### src/rtl/core/hcfm_pkg.sv
// ----------------------------------------------------------------------------
// hcfm_pkg
// Shared types and codes for the heartbeat channel failover monitor.
// ----------------------------------------------------------------------------
package hcfm_pkg;

   typedef enum logic [1:0] {
      AGE_SET     = 2'd0,
      AGE_RESET   = 2'd1,
      AGE_TIMEOUT = 2'd2,
      AGE_EXPIRED = 2'd3
   } age_type;

   typedef enum logic {
      REQ_HEARTBEAT = 1'b0,
      REQ_TICK      = 1'b1
   } req_kind_type;

   typedef enum logic [1:0] {
      EV_NONE   = 2'd0,
      EV_SELECT = 2'd1,
      EV_FAIL   = 2'd2
   } event_type;

   typedef enum logic [1:0] {
      ST_IDLE,
      ST_WALK,
      ST_CHOOSE,
      ST_RESP
   } state_type;

   localparam int CH_W   = 3;
   localparam int MASK_W = 8;

endpackage

### src/rtl/core/hcfm_state_mem.sv
// ----------------------------------------------------------------------------
// hcfm_state_mem
// Per-channel age store: one write and one registered read port per cycle.
// Entries not yet written read back as SET.
// ----------------------------------------------------------------------------
module hcfm_state_mem
   import hcfm_pkg::*;
#(
   parameter int DEPTH  = 8,
   parameter int ADDR_W = 3
) (
   input  logic              clock,
   input  logic              reset,
   input  logic              wr_en,
   input  logic [ADDR_W-1:0] wr_addr,
   input  age_type           wr_data,
   input  logic              rd_en,
   input  logic [ADDR_W-1:0] rd_addr,
   output age_type           rd_data
);

   age_type          mem_ff [DEPTH];
   logic [DEPTH-1:0] written_ff;
   age_type          rd_data_ff;

   always_ff @(posedge clock) begin
      if (wr_en) begin
         mem_ff[wr_addr] <= wr_data;
      end
   end

   always_ff @(posedge clock) begin
      if (reset) begin
         written_ff <= '0;
      end else if (wr_en) begin
         written_ff[wr_addr] <= 1'b1;
      end
   end

   always_ff @(posedge clock) begin
      if (rd_en) begin
         rd_data_ff <= written_ff[rd_addr] ? mem_ff[rd_addr] : AGE_SET;
      end
   end

   assign rd_data = rd_data_ff;

endmodule

### src/rtl/core/hcfm_walk_ctrl.sv
// ----------------------------------------------------------------------------
// hcfm_walk_ctrl
// Request sequencer: applies heartbeats, walks the age store on a tick,
// tracks live channels and the current channel, builds the response.
// ----------------------------------------------------------------------------
module hcfm_walk_ctrl
   import hcfm_pkg::*;
#(
   parameter int DEPTH  = 8,
   parameter int ADDR_W = 3,
   parameter int CNT_W  = 4
) (
   input  logic              clock,
   input  logic              reset,
   input  logic              start,
   input  logic              req_type,
   input  logic [CH_W-1:0]   req_channel,
   input  logic [CNT_W-1:0]  used_count,
   output logic              busy,
   output logic              mem_wr_en,
   output logic [ADDR_W-1:0] mem_wr_addr,
   output age_type           mem_wr_data,
   output logic              mem_rd_en,
   output logic [ADDR_W-1:0] mem_rd_addr,
   input  age_type           mem_rd_data,
   output logic              rsp_valid,
   output logic [1:0]        rsp_event_res,
   output logic [CH_W-1:0]   rsp_event_channel,
   output logic [CH_W-1:0]   rsp_current_channel,
   output logic              rsp_current_valid,
   output logic [MASK_W-1:0] rsp_live_mask
);

   state_type         state_ff, state_in;
   logic [ADDR_W-1:0] idx_ff, idx_in;
   logic [ADDR_W-1:0] cur_ff, cur_in;
   logic              chosen_ff, chosen_in;
   logic [DEPTH-1:0]  live_ff, live_in;
   event_type         ev_ff, ev_in;
   logic [ADDR_W-1:0] ev_ch_ff, ev_ch_in;
   logic              rsp_valid_ff, rsp_valid_in;
   logic [1:0]        rsp_ev_ff, rsp_ev_in;
   logic [CH_W-1:0]   rsp_ev_ch_ff, rsp_ev_ch_in;
   logic [CH_W-1:0]   rsp_cur_ff, rsp_cur_in;
   logic              rsp_cv_ff, rsp_cv_in;
   logic [MASK_W-1:0] rsp_mask_ff, rsp_mask_in;

   logic [DEPTH-1:0]        used_vec;
   logic [DEPTH-1:0]        walk_live;
   logic [DEPTH+MASK_W-1:0] mask_pad;
   age_type                 aged;
   logic                    accept;
   logic                    last;
   logic                    hb_ok;
   logic                    walk_found, idle_found;
   logic [ADDR_W-1:0]       walk_pick, idle_pick;

   assign accept = start && (state_ff == ST_IDLE);
   assign busy   = (state_ff != ST_IDLE);
   assign last   = (32'(idx_ff) + 1 >= 32'(used_count));
   assign hb_ok  = (32'(req_channel) < 32'(used_count));

   always_comb begin
      for (int i = 0; i < DEPTH; i++) begin
         used_vec[i] = (i < 32'(used_count));
      end
   end

   always_comb begin
      case (mem_rd_data)
         AGE_SET:   aged = AGE_RESET;
         AGE_RESET: aged = AGE_TIMEOUT;
         default:   aged = AGE_EXPIRED;
      endcase
   end

   always_comb begin
      walk_live         = live_ff;
      walk_live[idx_ff] = (aged == AGE_SET) || (aged == AGE_RESET);
   end

   // first live channel in use, lowest index wins
   always_comb begin
      walk_found = 1'b0;
      walk_pick  = '0;
      idle_found = 1'b0;
      idle_pick  = '0;
      for (int i = DEPTH - 1; i >= 0; i--) begin
         if (walk_live[i] && used_vec[i]) begin
            walk_found = 1'b1;
            walk_pick  = ADDR_W'(i);
         end
         if (live_ff[i] && used_vec[i]) begin
            idle_found = 1'b1;
            idle_pick  = ADDR_W'(i);
         end
      end
   end

   assign mask_pad = (DEPTH + MASK_W)'(live_ff & used_vec);

   always_comb begin
      state_in = state_ff;
      case (state_ff)
         ST_IDLE: begin
            if (start) begin
               if (req_type == REQ_TICK) begin
                  state_in = (used_count == '0) ? ST_CHOOSE : ST_WALK;
               end else begin
                  state_in = ST_RESP;
               end
            end
         end
         ST_WALK: begin
            if (last) begin
               state_in = ST_CHOOSE;
            end
         end
         ST_CHOOSE: state_in = ST_RESP;
         ST_RESP:   state_in = ST_IDLE;
         default:   state_in = ST_IDLE;
      endcase
   end

   always_comb begin
      idx_in       = idx_ff;
      cur_in       = cur_ff;
      chosen_in    = chosen_ff;
      live_in      = live_ff;
      ev_in        = ev_ff;
      ev_ch_in     = ev_ch_ff;
      rsp_valid_in = 1'b0;
      rsp_ev_in    = rsp_ev_ff;
      rsp_ev_ch_in = rsp_ev_ch_ff;
      rsp_cur_in   = rsp_cur_ff;
      rsp_cv_in    = rsp_cv_ff;
      rsp_mask_in  = rsp_mask_ff;
      mem_wr_en    = 1'b0;
      mem_wr_addr  = idx_ff;
      mem_wr_data  = aged;
      mem_rd_en    = 1'b0;
      mem_rd_addr  = idx_ff;
      case (state_ff)
         ST_IDLE: begin
            if (accept) begin
               ev_in    = EV_NONE;
               ev_ch_in = '0;
               idx_in   = '0;
               if (req_type == REQ_TICK) begin
                  mem_rd_en   = 1'b1;
                  mem_rd_addr = '0;
               end else if (hb_ok) begin
                  mem_wr_en   = 1'b1;
                  mem_wr_addr = ADDR_W'(req_channel);
                  mem_wr_data = AGE_SET;
                  live_in[ADDR_W'(req_channel)] = 1'b1;
               end
            end
         end
         ST_WALK: begin
            mem_wr_en = 1'b1;
            live_in   = walk_live;
            if (mem_rd_data == AGE_TIMEOUT && chosen_ff && cur_ff == idx_ff) begin
               if (walk_found) begin
                  cur_in   = walk_pick;
                  ev_in    = EV_SELECT;
                  ev_ch_in = walk_pick;
               end else begin
                  ev_in    = EV_FAIL;
                  ev_ch_in = '0;
               end
            end
            if (!last) begin
               idx_in      = idx_ff + 1'b1;
               mem_rd_en   = 1'b1;
               mem_rd_addr = idx_ff + 1'b1;
            end
         end
         ST_CHOOSE: begin
            if (!chosen_ff && idle_found) begin
               cur_in    = idle_pick;
               chosen_in = 1'b1;
               ev_in     = EV_SELECT;
               ev_ch_in  = idle_pick;
            end
         end
         ST_RESP: begin
            rsp_valid_in = 1'b1;
            rsp_ev_in    = ev_ff;
            rsp_ev_ch_in = CH_W'(ev_ch_ff);
            rsp_cur_in   = CH_W'(cur_ff);
            rsp_cv_in    = chosen_ff;
            rsp_mask_in  = mask_pad[MASK_W-1:0];
         end
         default: begin
            idx_in = '0;
         end
      endcase
   end

   always_ff @(posedge clock) begin
      if (reset) begin
         state_ff     <= ST_IDLE;
         cur_ff       <= '0;
         chosen_ff    <= 1'b0;
         live_ff      <= '1;
         rsp_valid_ff <= 1'b0;
      end else begin
         state_ff     <= state_in;
         cur_ff       <= cur_in;
         chosen_ff    <= chosen_in;
         live_ff      <= live_in;
         rsp_valid_ff <= rsp_valid_in;
      end
   end

   always_ff @(posedge clock) begin
      idx_ff       <= idx_in;
      ev_ff        <= ev_in;
      ev_ch_ff     <= ev_ch_in;
      rsp_ev_ff    <= rsp_ev_in;
      rsp_ev_ch_ff <= rsp_ev_ch_in;
      rsp_cur_ff   <= rsp_cur_in;
      rsp_cv_ff    <= rsp_cv_in;
      rsp_mask_ff  <= rsp_mask_in;
   end

   assign rsp_valid           = rsp_valid_ff;
   assign rsp_event_res       = rsp_ev_ff;
   assign rsp_event_channel   = rsp_ev_ch_ff;
   assign rsp_current_channel = rsp_cur_ff;
   assign rsp_current_valid   = rsp_cv_ff;
   assign rsp_live_mask       = rsp_mask_ff;

endmodule

### src/rtl/core/heartbeat_channel_failover_monitor_top.sv
// Heartbeat request: IDLE, RESP, registered response strobe. Check tick: IDLE,
//   WALK one entry per cycle over the channels in use (if any), CHOOSE, RESP, strobe.
// Throughput: one request per response; busy is high from acceptance until the strobe.
// The response strobe lasts one cycle and cannot be stalled by the receiver.
// Synchronous reset: all channels SET, no current channel, channels in use = 8.
// ----------------------------------------------------------------------------
// heartbeat_channel_failover_monitor_top
// Heartbeat ageing per channel with failover of the current channel.
// ----------------------------------------------------------------------------
module heartbeat_channel_failover_monitor_top
   import hcfm_pkg::*;
#(
   parameter int MAX_CHANNELS = 8
) (
   input  logic              clock,
   input  logic              reset,
   input  logic              start,
   output logic              busy,
   input  logic              req_type,
   input  logic [CH_W-1:0]   req_channel,
   input  logic              csr_wr_en,
   input  logic [3:0]        csr_channels_in_use,
   output logic              rsp_valid,
   output logic [1:0]        rsp_event_res,
   output logic [CH_W-1:0]   rsp_event_channel,
   output logic [CH_W-1:0]   rsp_current_channel,
   output logic              rsp_current_valid,
   output logic [MASK_W-1:0] rsp_live_mask
);

   localparam int ADDR_W = (MAX_CHANNELS > 1) ? $clog2(MAX_CHANNELS) : 1;
   localparam int CNT_W  = $clog2(MAX_CHANNELS + 1);

   logic [3:0]        csr_ff;
   logic [CNT_W-1:0]  used_count;
   logic              mem_wr_en;
   logic [ADDR_W-1:0] mem_wr_addr;
   age_type           mem_wr_data;
   logic              mem_rd_en;
   logic [ADDR_W-1:0] mem_rd_addr;
   age_type           mem_rd_data;

   always_ff @(posedge clock) begin
      if (reset) begin
         csr_ff <= 4'd8;
      end else if (csr_wr_en) begin
         csr_ff <= csr_channels_in_use;
      end
   end

   always_comb begin
      if (32'(csr_ff) > MAX_CHANNELS) begin
         used_count = CNT_W'(MAX_CHANNELS);
      end else begin
         used_count = CNT_W'(csr_ff);
      end
   end

   hcfm_state_mem #(
      .DEPTH  (MAX_CHANNELS),
      .ADDR_W (ADDR_W)
   ) u_mem (
      .clock   (clock),
      .reset   (reset),
      .wr_en   (mem_wr_en),
      .wr_addr (mem_wr_addr),
      .wr_data (mem_wr_data),
      .rd_en   (mem_rd_en),
      .rd_addr (mem_rd_addr),
      .rd_data (mem_rd_data)
   );

   hcfm_walk_ctrl #(
      .DEPTH  (MAX_CHANNELS),
      .ADDR_W (ADDR_W),
      .CNT_W  (CNT_W)
   ) u_ctrl (
      .clock               (clock),
      .reset               (reset),
      .start               (start),
      .req_type            (req_type),
      .req_channel         (req_channel),
      .used_count          (used_count),
      .busy                (busy),
      .mem_wr_en           (mem_wr_en),
      .mem_wr_addr         (mem_wr_addr),
      .mem_wr_data         (mem_wr_data),
      .mem_rd_en           (mem_rd_en),
      .mem_rd_addr         (mem_rd_addr),
      .mem_rd_data         (mem_rd_data),
      .rsp_valid           (rsp_valid),
      .rsp_event_res       (rsp_event_res),
      .rsp_event_channel   (rsp_event_channel),
      .rsp_current_channel (rsp_current_channel),
      .rsp_current_valid   (rsp_current_valid),
      .rsp_live_mask       (rsp_live_mask)
   );

endmodule
### config.mk
export PLATFORM = sky130hd
export DESIGN_NAME = heartbeat_channel_failover_monitor_top
export DESIGN_NICKNAME = d
export VERILOG_FILES = /design/src/rtl/core/hcfm_pkg.sv /design/src/rtl/core/hcfm_state_mem.sv /design/src/rtl/core/hcfm_walk_ctrl.sv /design/src/rtl/core/heartbeat_channel_failover_monitor_top.sv
export SDC_FILE = /design/constraint.sdc
export NUM_CORES = 1
export LEC_CHECK = 0
export BUFFER_PORTS_ARGS = -buffer_cell sky130_fd_sc_hd__buf_2
export CELL_PAD_IN_SITES_DETAIL_PLACEMENT = 0
export CELL_PAD_IN_SITES_GLOBAL_PLACEMENT = 1
export CORE_UTILIZATION = 40
export DETAILED_ROUTE_END_ITERATION = 10
export PLACE_DENSITY_LB_ADDON = 0.05
export SYNTH_ARGS = -nofsm -noshare
export SYNTH_HDL_FRONTEND = slang
export SYNTH_SLANG_ARGS = --single-unit
export TNS_END_PERCENT = 10
### constraint.sdc
create_clock -name clock -period 7 [get_ports clock]
set_input_delay 1.05 -clock clock [delete_from_list [all_inputs] [get_ports clock]]
set_output_delay 1.05 -clock clock [all_outputs]
set_load 0.02 [all_outputs]
==> results of run 1 <==
[final timing paths]
kind / end / start / slack, ns
max: u_mem.rd_data[1]$_SDFFCE_PN0P_ / u_ctrl.idx_ff[0]$_SDFFCE_PN0P_ / 3.39
min: u_ctrl.rsp_event_channel[2]$_DFFE_PP_ / u_ctrl.ev_ch_ff[2]$_DFFE_PP_ / 0.42
max reg2reg: u_mem.rd_data[1]$_SDFFCE_PN0P_ / u_ctrl.idx_ff[0]$_SDFFCE_PN0P_ / 3.39
min reg2reg: u_ctrl.rsp_event_channel[2]$_DFFE_PP_ / u_ctrl.ev_ch_ff[2]$_DFFE_PP_ / 0.42
[flip-flops by register name, summed over array words and instances (netlist names), 4 cells and up]
register and cells:
u_ctrl.live_ff 8, u_mem.written_ff 8, u_mem.mem_ff 16, u_ctrl.rsp_live_mask 8, csr_ff 4
[routing by layer]
metal	track usage [%]	part of all wire (%)	vias to the layer above
li1	-	-	1459
met1	26.6	47	1401
met2	33.4	47	65
met3	2.97	3.4	15
met4	8.03	2.0	0
met5	0	0	-
[kinds of logic after synthesis]
logic type	after synthesis
xor+xnor	5
simple gates	130
compound gates	89
mux	37
fa+ha+maj	12
buf+inv	33
flops	70
[cell type report]
| type | instances | area, µm² | area share, % |
|---|---|---|---|
| multi-input combinational | 273 | 1970 | 45.5 |
| sequential | 70 | 1830 | 42.2 |
| tap | 129 | 161 | 3.72 |
| timing repair buffer | 31 | 158 | 3.64 |
| clock buffer | 9 | 124 | 2.86 |
| clock inverter | 7 | 46.3 | 1.07 |
| inverter | 11 | 41.3 | 0.952 |
[report_power, final]
part           leakage [µW]  internal (µW)  switching, µW
Combinational      0.000925            281            405
Clock             0.0000835            128            162
Sequential         0.000615            554           99.7
[cell usage in the layout (no fill, tap or decap), drive strengths merged, types with 6 or more instances in the layout]
| master | n |
|---|---|
| nor2b | 6 |
| ha | 12 |
| nor3 | 8 |
| mux2i | 27 |
| nor3b | 8 |
| a31oi | 9 |
| nand2 | 29 |
| nor2 | 39 |
| clkbuf | 9 |
| buf | 31 |
| dfxtp | 27 |
| mux2 | 8 |
| a21oi | 16 |
| nand3b | 6 |
| a211oi | 7 |
| o21ai | 14 |
| nand3 | 6 |
| edfxtp | 43 |
| inv | 12 |
[worst register-to-register path, cell delays in order, from the launching register on]
cell and delay (ns):
sky130_fd_sc_hd__edfxtp_1 0.88, sky130_fd_sc_hd__ha_1 0.31, sky130_fd_sc_hd__xor2_1 0.17, sky130_fd_sc_hd__ha_1 0.27
sky130_fd_sc_hd__a21oi_1 0.22, sky130_fd_sc_hd__o21a_1 0.15, sky130_fd_sc_hd__o21ai_1 0.09, sky130_fd_sc_hd__a22oi_2 0.56
sky130_fd_sc_hd__mux2i_1 0.18, sky130_fd_sc_hd__mux4_2 0.49, sky130_fd_sc_hd__a31oi_1 0.16
[metrics by stage]
step	util [%]	setup slack, ns
floorplan	-	3.94
global placement	44.3	3.55
detailed placement	44.3	3.38
CTS	46.1	3.37
global route	46.1	3.11
finish	46.1	3.39
==> implementation parameters, run 1 <==
Parameter                              Value

Yosys
  Distinct cells, synth ... 72
  Area fraction in and, or, nand and nor cells after synthesis ... 17.5%
  Portion of the post-synthesis area used by sequential elements ... 46.4%
  Dominant cell by count in the synthesized netlist ... sky130_fd_sc_hd__edfxtp_1
  Post-synth EDFFs ... 43
  Mapped cell area ... 3950 µm²
  Most area-hungry cell type in the Yosys netlist ... sky130_fd_sc_hd__edfxtp_1
  Yosys warning count ... 0
  Avg Inst Size Synth ... 10.5 µm²
  Cell types with the highest counts after synthesis ... 43 x sky130_fd_sc_hd__edfxtp_1, 39 x sky130_fd_sc_hd__nor2_1, 29 x sky130_fd_sc_hd__nand2_1
  Share of the synthesized area in compound gates (AO/OA/AOI/OAI) ... 17.3%
  Fraction of registers with async set/reset ... 0%
  Top_reg_cell synth ... sky130_fd_sc_hd__edfxtp_1
  Share of the synthesized area in the top cell type ... 32.7%
  Synthesis-stage register bit count ... 70
  Combinational family with the most area after synthesis ... simple AND/OR/NAND/NOR gates
  Cells after synthesis ... 376
  Syn_nets ... 400
  Adder and majority gate portion of the synthesized area ... 3.80%
  Fraction of synthesized area in multiplexers ... 10.3%
  Ranking of synthesized cells by area ... sky130_fd_sc_hd__edfxtp_1 33%, sky130_fd_sc_hd__dfxtp_1 14%, sky130_fd_sc_hd__mux2i_1 6.8%, sky130_fd_sc_hd__ha_1 3.8%, sky130_fd_sc_hd__nor2_1 3.7%
  Xor/xnor share of the synthesized area ... 1.11%

Floorplan
  Top-Level Pins ... 31
  Die Area ... 10300 µm²
  Row count ... 35
  Die width ... 101 µm
  Starting Density ... 42.0%
  Placeable core region ... 9420 µm²
  Vertical die dimension ... 101 µm

Worst setup path
  Worst setup path class ... register to register
  Kind of end point of the critical path ... register
  Critical path arrival ... 3.81 ns
  Register-to-Register Path Depth ... 10
  Most Frequent Cell on Critical Path ... sky130_fd_sc_hd__ha_1
  Buffers plus inverters on the worst setup path ... 0
  Crit path cell chain ... ha_1, xor2_1, ha_1, a21oi_1, o21a_1, o21ai_1, a22oi_2, mux2i_1, mux4_2, a31oi_1
  Startpoint Class ... register
  Crit path largest cell delay ... 0.88 ns
  Slowest cell on crit path ... sky130_fd_sc_hd__edfxtp_1
  Kind of cell adding the most delay to the critical path ... compound AO/OA/AOI/OAI gates
  Required time at the worst-slack endpoint ... 7.20 ns
  Crit-path max FO ... 24
  Depth of the critical timing path with buffers and inverters included ... 10

Final layout
  Number of nets in the final layout ... 420
  Layout fillers ... 895
  Area delta synth->final ... 9.75%
  Share of final-layout standard cells stronger than drive strength 1 ... 18.0%
  Number of diodes added for antenna fixing ... 0
  Final design area excluding fillers ... 4340 µm²
  Fin cells ... 530

Timing
  Worst Clk Skew ... 0.0131 ns
  Setup violators final ... 0
  Max Clock Freq ... 0.277 GHz
  Transition time at the pin with the least slew margin ... 1.14 ns
  Share of the cycle needed by the critical path after routing ... 51.6%
  Post-layout min period ... 3.61 ns
  Post-route setup TNS ... 0 ns
  RSZ-0062 raised after global routing ... no
  Final max-slew violation count ... 0
  Final hold violations ... 0
  Worst hold slack ... 0.424 ns
  Max_slew headroom ... 23.2%

Drt
  Remaining number of nets flagged by the antenna check after routing ... 0
  Routed wire per std cell ... 17.7 µm
  Via count ... 2940
  Pre-Repair DR Iteration Count ... 4
  Total Routed Length ... 9360 µm
  Number of violations reported at the end of detailed-routing iteration 0 ... 149
  Vias per cell ... 5.55
  Final routed DRC violation total ... 0

Placement
  Final weighted congestion in routability-driven placement ... 0.814
  Post-DP Area ... 4170 µm²
  Sum of net half-perimeters after detailed placement ... 6910 µm
  Number of placed instances with taps included ... 514
  Number of input and output port buffers inserted ... 30

CTS
  Clk slew on worst S/H paths ... 0.08 ns
  Number of setup buffers added after CTS ... 0
  Source-to-sink clock delay at the later pin of the worst-skew pair ... 0.35 ns
  TritonCTS sink count ... 70
  Cell at the root of the clock tree ... sky130_fd_sc_hd__clkbuf_8
  CTS Hold Bufs ... 0
  Clock H-tree levels ... 3
  TritonCTS Buffers ... 9
  Maximum clock insertion buffer count ... 2
  CTS tree ... built
  CTS resizes ... 0

GRT
  Number of global-route vias before repair ... 2898
  Overflow left after global routing ... 0
  Total global routing track utilization ... 20.2%
  Largest net degree at the start of global routing ... 28
  First-pass GRT wire length ... 15400 µm
  Initial antenna violation count ... 0

Pwr
  Final Power ... 1630 µW
  Power Density ... 376 nW/µm²
  Largest voltage drop on the vdd net ... 0.000141 V
  Static power due to leakage ... 0.00162 µW

Run
  Max-cap check violation count ... 0

Min path
  Min-Delay Path Depth ... 0
  Path category of the worst min-delay check ... register to register

Run status
  Status ... complete, no violations
No activity file was read; power rests on OpenSTA's default activity.
==> inputs of run 2 (changes only) <==
==> constraint.sdc (replaced) <==
create_clock -name clock -period 3.7 [get_ports clock]
set_input_delay 0.555 -clock clock [delete_from_list [all_inputs] [get_ports clock]]
set_output_delay 0.555 -clock clock [all_outputs]
set_load 0.02 [all_outputs]
==> run 2 against run 1 <==
Hold slack better by 0.00053 ns; fmax is 8.0% higher; wire length is 1.5% higher; utilization is 0.80 points higher; flip-flop and latch count stayed put; first-iteration DRC count is 10% lower; sequential share of layout area is 0.72 points lower; critical path depth stayed put; combinational power is 110% higher.
==> implementation parameters, run 2 (synthesis gave the netlist of run 1 again) <==
Parameter                              Value

Run status
  Status ... complete, no violations

Worst setup path
  Worst setup path class ... register to register
  Reg-to-reg critical path startpoint ... csr_ff[3]$_SDFFE_PP1P_
  Reg2reg setup slack ... 0.35 ns (-3.03 ns)
  Launching instance or port of the critical path ... csr_ff[3]$_SDFFE_PP1P_
  Register-to-Register Path Depth ... 10 (unchanged)
  Required time at the worst-slack endpoint ... 3.90 ns (-3.30 ns)
  Worst reg2reg endpoint ... u_mem.rd_data[1]$_SDFFCE_PN0P_
  Critical path arrival ... 3.55 ns (-0.26 ns)
  Crit-path max FO ... 17 (-29%)
  Crit path capture ... u_mem.rd_data[1]$_SDFFCE_PN0P_
  Startpoint Class ... register
  Kind of end point of the critical path ... register

CTS
  TritonCTS Buffers ... 9 (unchanged)
  Source-to-sink clock delay at the later pin of the worst-skew pair ... 0.35 ns (about the same)
  CTS Hold Bufs ... 0 (unchanged)
  CTS resizes ... 0 (unchanged)
  Maximum clock insertion buffer count ... 2 (unchanged)
  Clock H-tree levels ... 3 (unchanged)
  Cell at the root of the clock tree ... sky130_fd_sc_hd__clkbuf_8
  Clk slew on worst S/H paths ... 0.09 ns (about the same)
  Number of setup buffers added after CTS ... 0 (unchanged)
  CTS tree ... built
  TritonCTS sink count ... 70 (unchanged)

Run
  Max-cap check violation count ... 0 (unchanged)

Pwr
  Static power due to leakage ... 0.00167 µW (+2.7%)
  Internal power summed over all cells ... 1870 µW (+94%)
  Combinational group share of total power ... 45.9% (+3.8 points)
  Switching power ... 1300 µW (+96%)
  Power Density ... 719 nW/µm² (+91%)
  Sw Ratio ... 41.1% (+0.23 points)
  Largest voltage drop on the vdd net ... 0.000258 V (+83%)
  Share of total power in the clock network ... 18.5% (+0.7 points)
  Sequential fraction of design power ... 35.6% (-4.5 points)

Drt
  Vias per cell ... 5.55 (+0.12%)
  Via count ... 2988 (+1.6%)
  Final routed DRC violation total ... 0 (unchanged)
  Pre-Repair DR Iteration Count ... 4 (unchanged)
  Total Routed Length ... 9500 µm (+1.5%)
  Number of violations reported at the end of detailed-routing iteration 0 ... 134 (-10%)
  Routed wire per std cell ... 17.7 µm (about the same)
  Remaining number of nets flagged by the antenna check after routing ... 0 (unchanged)

GRT
  Total global routing track utilization ... 20.3% (+0.13 points)
  Overflow left after global routing ... 0 (unchanged)
  Initial antenna violation count ... 0 (unchanged)
  Number of global-route vias before repair ... 2872 (-0.90%)
  First-pass GRT wire length ... 15700 µm (+2.1%)
  Met2 demand-to-capacity share in global routing ... 32.4% (-0.99 points)
  Largest net degree at the start of global routing ... 28 (unchanged)
  Met3 Usage GRT ... 3.45% (+0.48 points)
  Most heavily used metal layer in global routing ... met2
  Global routing usage on met1 ... 28.1% (+1.5 points)

Floorplan
  Placeable core region ... 9420 µm² (unchanged)
  Row count ... 35 (unchanged)
  Die width ... 101 µm (unchanged)
  Die Area ... 10300 µm² (unchanged)
  Starting Density ... 42.0% (unchanged)
  Vertical die dimension ... 101 µm (unchanged)
  Top-Level Pins ... 31 (unchanged)

Placement
  Number of placed instances with taps included ... 522 (+1.6%)
  Sum of net half-perimeters after detailed placement ... 6980 µm (+1.1%)
  Number of input and output port buffers inserted ... 30 (unchanged)
  Final weighted congestion in routability-driven placement ... 0.839 (+3.1%)

Timing
  Worst Clk Skew ... 0.00845 ns (-0.00466 ns)
  Max_slew headroom ... 38.2% (+15 points)
  Share of the cycle needed by the critical path after routing ... 90.4% (+39 points)
  Transition time at the pin with the least slew margin ... 0.919 ns (-0.225 ns)
  Worst hold slack ... 0.424 ns (+0.000533 ns)
  Final max-slew violation count ... 0 (unchanged)
  Max Clock Freq ... 0.299 GHz (+8.0%)
  Setup violators final ... 0 (unchanged)
  Post-layout min period ... 3.35 ns (-0.269 ns)
  Final hold violations ... 0 (unchanged)
  RSZ-0062 raised after global routing ... no
  Post-route setup TNS ... 0 ns (unchanged)

Final layout
  Layout fillers ... 908 (+1.5%)
  Area delta synth->final ... 11.7%
  Register ranked first by flip-flop count ... u_mem.mem_ff
  Fin cells ... 538 (+1.5%)
  Area of the multi-input gates ... 1970 µm² (unchanged)
  Register Area ... 1830 µm² (unchanged)
  Number of diodes added for antenna fixing ... 0 (unchanged)
  Utilization after layout ... 46.9% (+0.80 points)
  Highest-count cells in the layout ignoring fill and taps ... 43 x sky130_fd_sc_hd__edfxtp_1, 39 x sky130_fd_sc_hd__nor2_1, 30 x sky130_fd_sc_hd__buf_2, 29 x sky130_fd_sc_hd__nand2_1
  Most common cell after layout, fill and taps aside ... sky130_fd_sc_hd__edfxtp_1
  Share of final-layout standard cells stronger than drive strength 1 ... 19.8% (+1.8 points)
  Flip-flop count of the largest register, all copies and words added ... 16 (unchanged)
  Number of nets in the final layout ... 428 (+1.9%)

Min path
  Path category of the worst min-delay check ... register to register
  Min-Delay Path Depth ... 0 (unchanged)
[run 2: changes by cell type in the layout (fill, tap and decap cells not counted), sizes merged]
cell,change
clkinv,-2
inv,+2
buf,+8
[run 2: how the worst min path moves through the flow]
stage | slack [ns] | from | endpoint
final | 0.42 | u_ctrl.ev_ch_ff[2]$_DFFE_PP_ | u_ctrl.rsp_event_channel[2]$_DFFE_PP_
after global routing | 0.43 | u_ctrl.ev_ff[0]$_DFFE_PP_ | u_ctrl.rsp_event_res[0]$_DFFE_PP_
after CTS | 0.42 | u_ctrl.ev_ff[0]$_DFFE_PP_ | u_ctrl.rsp_event_res[0]$_DFFE_PP_
after detailed placement | 0.41 | u_ctrl.ev_ch_ff[2]$_DFFE_PP_ | u_ctrl.rsp_event_channel[2]$_DFFE_PP_
after global placement | 0.40 | u_ctrl.ev_ff[1]$_DFFE_PP_ | u_ctrl.rsp_event_res[1]$_DFFE_PP_
after floorplan | 0.40 | u_ctrl.ev_ch_ff[0]$_DFFE_PP_ | u_ctrl.rsp_event_channel[0]$_DFFE_PP_
[run 2: power groups by stage]
stage	clock (µW)	sequential [µW]	combinational (µW)
4_1_cts	607	1130	1460
3_3_place_gp	0	1150	1450
5_1_grt	638	1150	1620
3_5_place_dp	0	1150	1460
2_1_floorplan	0	1160	1110
6_report	586	1130	1450
[run 2: stage by stage]
step                cell area [µm²]  worst slack, ns  power, µW
floorplan                      3950            0.637       2270
global placement               4230            0.564       2600
detailed placement             4230            0.392       2610
CTS                            4410            0.368       3200
global route                   4410           0.0628       3400
finish                         4410            0.355       3170
[run 2: per-layer routing]
metal	up-vias	part of all wire (%)	wire length, µm
met5	-	0	0
met4	0	1.3	124
met3	12	5.6	529
met2	82	47	4420
met1	1424	47	4420
li1	1470	-	-
[run 2: critical path, cell delays in order, from the launching register on]
cell and delay [ns]:
sky130_fd_sc_hd__dfxtp_1 0.67, sky130_fd_sc_hd__inv_1 0.27, sky130_fd_sc_hd__nand2_1 0.15, sky130_fd_sc_hd__ha_1 0.25, sky130_fd_sc_hd__a21oi_1 0.23, sky130_fd_sc_hd__o21a_1 0.15, sky130_fd_sc_hd__o21ai_1 0.09, sky130_fd_sc_hd__a22oi_2 0.58
sky130_fd_sc_hd__mux2i_1 0.18, sky130_fd_sc_hd__mux4_2 0.48, sky130_fd_sc_hd__a31oi_1 0.14
[run 2: cell type report]
type                       instances  share of cell area (%)
clock inverter                     7                    1.39
multi-input combinational        273                    44.8
timing repair buffer              39                    4.93
tap                              129                    3.66
clock buffer                       9                    2.81
sequential                        70                    41.5
inverter                          11                   0.936
==> inputs of run 3 (changes only) <==
--- a/config.mk
+++ b/config.mk
@@ -10,7 +10,8 @@
 export CELL_PAD_IN_SITES_GLOBAL_PLACEMENT = 1
 export CORE_UTILIZATION = 40
 export DETAILED_ROUTE_END_ITERATION = 10
-export PLACE_DENSITY_LB_ADDON = 0.05
+export GPL_ROUTABILITY_DRIVEN = 0
+export PLACE_DENSITY = 0.69
 export SYNTH_ARGS = -nofsm -noshare
 export SYNTH_HDL_FRONTEND = slang
 export SYNTH_SLANG_ARGS = --single-unit
==> run 3 against run 2 <==
Largest power group unchanged; final area barely moved; cell count did not move; critical path depth fell by 1; critical path type unchanged; via count rose by 0.97%.
==> implementation parameters, run 3 (synthesis gave the netlist of run 1 again) <==
Parameter                              Value

Run status
  Status ... complete, no violations

Pwr
  Share of total power in the clock network ... 18.7% (+0.2 points)
  Switching power ... 1320 µW (+1.4%)
  Internal power summed over all cells ... 1870 µW (about the same)
  Sw Ratio ... 41.4% (+0.33 points)
  Largest voltage drop on the vdd net ... 0.000299 V (+16%)
  Power Density ... 722 nW/µm² (+0.53%)
  Static power due to leakage ... 0.00167 µW (+0.27%)
  Sequential fraction of design power ... 35.3% (-0.3 points)
  Combinational group share of total power ... 45.9% (about the same)

Final layout
  Utilization after layout ... 46.9% (about the same)
  Number of diodes added for antenna fixing ... 0 (unchanged)
  Flip-flop count of the largest register, all copies and words added ... 16 (unchanged)
  Highest-count cells in the layout ignoring fill and taps ... 43 x sky130_fd_sc_hd__edfxtp_1, 39 x sky130_fd_sc_hd__nor2_1, 30 x sky130_fd_sc_hd__buf_2, 29 x sky130_fd_sc_hd__nand2_1
  Area delta synth->final ... 11.7% (about the same)
  Layout fillers ... 894 (-1.5%)
  Share of final-layout standard cells stronger than drive strength 1 ... 19.8% (unchanged)
  Most common cell after layout, fill and taps aside ... sky130_fd_sc_hd__edfxtp_1
  Register ranked first by flip-flop count ... u_mem.mem_ff
  Number of nets in the final layout ... 428 (unchanged)

Worst setup path
  Most Frequent Cell on Critical Path ... sky130_fd_sc_hd__nand2_1
  Slowest cell on crit path ... sky130_fd_sc_hd__dfxtp_1
  Crit path largest cell delay ... 0.65 ns (-0.02 ns)
  Worst setup path class ... register to register
  Required time at the worst-slack endpoint ... 3.90 ns (about the same)
  Crit path cell chain ... nand2_1, ha_1, nand2_1, o21ai_2, a211oi_2, a22oi_2, mux2i_1, mux4_2, a31oi_1
  Startpoint Class ... register
  Kind of end point of the critical path ... register
  Critical path arrival ... 3.32 ns (-0.23 ns)
  Crit-path max FO ... 15 (-2)

CTS
  Cell at the root of the clock tree ... sky130_fd_sc_hd__clkbuf_8
  TritonCTS sink count ... 70 (unchanged)
  TritonCTS Buffers ... 9 (unchanged)
  Clock H-tree levels ... 3 (unchanged)
  CTS Hold Bufs ... 0 (unchanged)
  CTS resizes ... 0 (unchanged)
  Clk slew on worst S/H paths ... 0.09 ns (about the same)
  CTS tree ... built
  Source-to-sink clock delay at the later pin of the worst-skew pair ... 0.35 ns (about the same)
  Maximum clock insertion buffer count ... 2 (unchanged)
  Number of setup buffers added after CTS ... 0 (unchanged)

Drt
  Via count ... 3017 (+0.97%)
  Number of violations reported at the end of detailed-routing iteration 0 ... 226 (+69%)
  Vias per cell ... 5.61 (+0.97%)
  Pre-Repair DR Iteration Count ... 4 (unchanged)
  Final routed DRC violation total ... 0 (unchanged)
  Remaining number of nets flagged by the antenna check after routing ... 0 (unchanged)
  Routed wire per std cell ... 17.6 µm (about the same)
  Total Routed Length ... 9490 µm (about the same)

GRT
  Overflow left after global routing ... 0 (unchanged)
  Largest net degree at the start of global routing ... 28 (unchanged)
  Number of global-route vias before repair ... 2850 (-0.77%)
  Total global routing track utilization ... 19.6% (-0.71 points)
  Initial antenna violation count ... 0 (unchanged)
  First-pass GRT wire length ... 15100 µm (-3.4%)

Floorplan
  Top-Level Pins ... 31 (unchanged)
  Die Area ... 10300 µm² (unchanged)
  Vertical die dimension ... 101 µm (unchanged)
  Placeable core region ... 9420 µm² (unchanged)
  Starting Density ... 42.0% (unchanged)
  Die width ... 101 µm (unchanged)
  Row count ... 35 (unchanged)

Placement
  Sum of net half-perimeters after detailed placement ... 6860 µm (-1.8%)
  Number of input and output port buffers inserted ... 30 (unchanged)

Timing
  Share of the cycle needed by the critical path after routing ... 84.4% (-6.0 points)
  Max_slew headroom ... 32.8% (-5.4 points)
  RSZ-0062 raised after global routing ... no
  Max Clock Freq ... 0.320 GHz (+7.1%)
  Worst Clk Skew ... 0.0140 ns (+0.00551 ns)
  Post-layout min period ... 3.12 ns (-0.222 ns)
  Post-route setup TNS ... 0 ns (unchanged)
  Final hold violations ... 0 (unchanged)
  Setup violators final ... 0 (unchanged)
  Transition time at the pin with the least slew margin ... 0.999 ns (+0.0800 ns)
  Final max-slew violation count ... 0 (unchanged)

Run
  Max-cap check violation count ... 0 (unchanged)

Min path
  Path category of the worst min-delay check ... input pin to register
-- run 3: cell count changes in the layout (fill, tap and decap cells not counted) --
cell / change
sky130_fd_sc_hd__clkinvlp_4: -1
sky130_fd_sc_hd__inv_6: +1
-- run 3: per-layer routing --
metal	track usage [%]	vias to the layer above	wire, µm
li1	-	1481	-
met1	27.3	1439	4630
met2	30.9	87	4290
met3	3.17	10	430
met4	6.80	0	141
met5	0	-	0
-- run 3: path summary, 6_finish.rpt --
| kind | startpoint | end | slack (ns) | cells after the start |
|---|---|---|---|---|
| setup / recovery | csr_ff[1]$_SDFFE_PP0P_ | u_mem.rd_data[1]$_SDFFCE_PN0P_ | 0.58 | 9 |
| hold / removal | csr_channels_in_use[3] | csr_ff[3]$_SDFFE_PP1P_ | 0.42 | 3 |
| setup reg to reg | csr_ff[1]$_SDFFE_PP0P_ | u_mem.rd_data[1]$_SDFFCE_PN0P_ | 0.58 | 9 |
| hold reg to reg | u_ctrl.ev_ch_ff[0]$_DFFE_PP_ | u_ctrl.rsp_event_channel[0]$_DFFE_PP_ | 0.43 | 0 |
-- run 3: power groups by stage --
stage	Combinational, µW	Sequential [µW]	Clock [µW]
detailed placement	1460	1150	0
global route	1610	1140	638
finish	1460	1130	597
floorplan	1110	1160	0
CTS	1460	1130	609
global placement	1430	1140	0
-- run 3: worst max-delay path: cells and delay by family, from the launching register on --
family / cells / cell delay, ns
adder cells (fa/ha/maj): 1 / 0.31
flip-flops: 1 / 0.65
AO/OA/AOI/OAI: 4 / 1.10
multiplexers: 2 / 0.68
AND/OR/NAND/NOR: 2 / 0.24
-- run 3: through the flow --
step	std cells	total power [µW]	setup WS [ns]	area (µm²)	hold WS [ns]
2_1_floorplan	376	2270	0.637	3950	0.400
3_3_place_gp	522	2570	0.732	4230	0.401
3_5_place_dp	522	2600	0.584	4230	0.411
4_1_cts	538	3200	0.574	4410	0.416
5_1_grt	538	3390	0.316	4410	0.434
6_report	538	3190	0.577	4410	0.420
-- run 3: final cells by class --
class                      count  area (µm²)  share of cell area (%)
timing repair buffer          39         218                    4.93
tap                          129         161                    3.66
multi-input combinational    273        1970                    44.7
clock buffer                   9         124                    2.81
inverter                      11        41.3                   0.936
clock inverter                 7        62.6                    1.42
sequential                    70        1830                    41.5
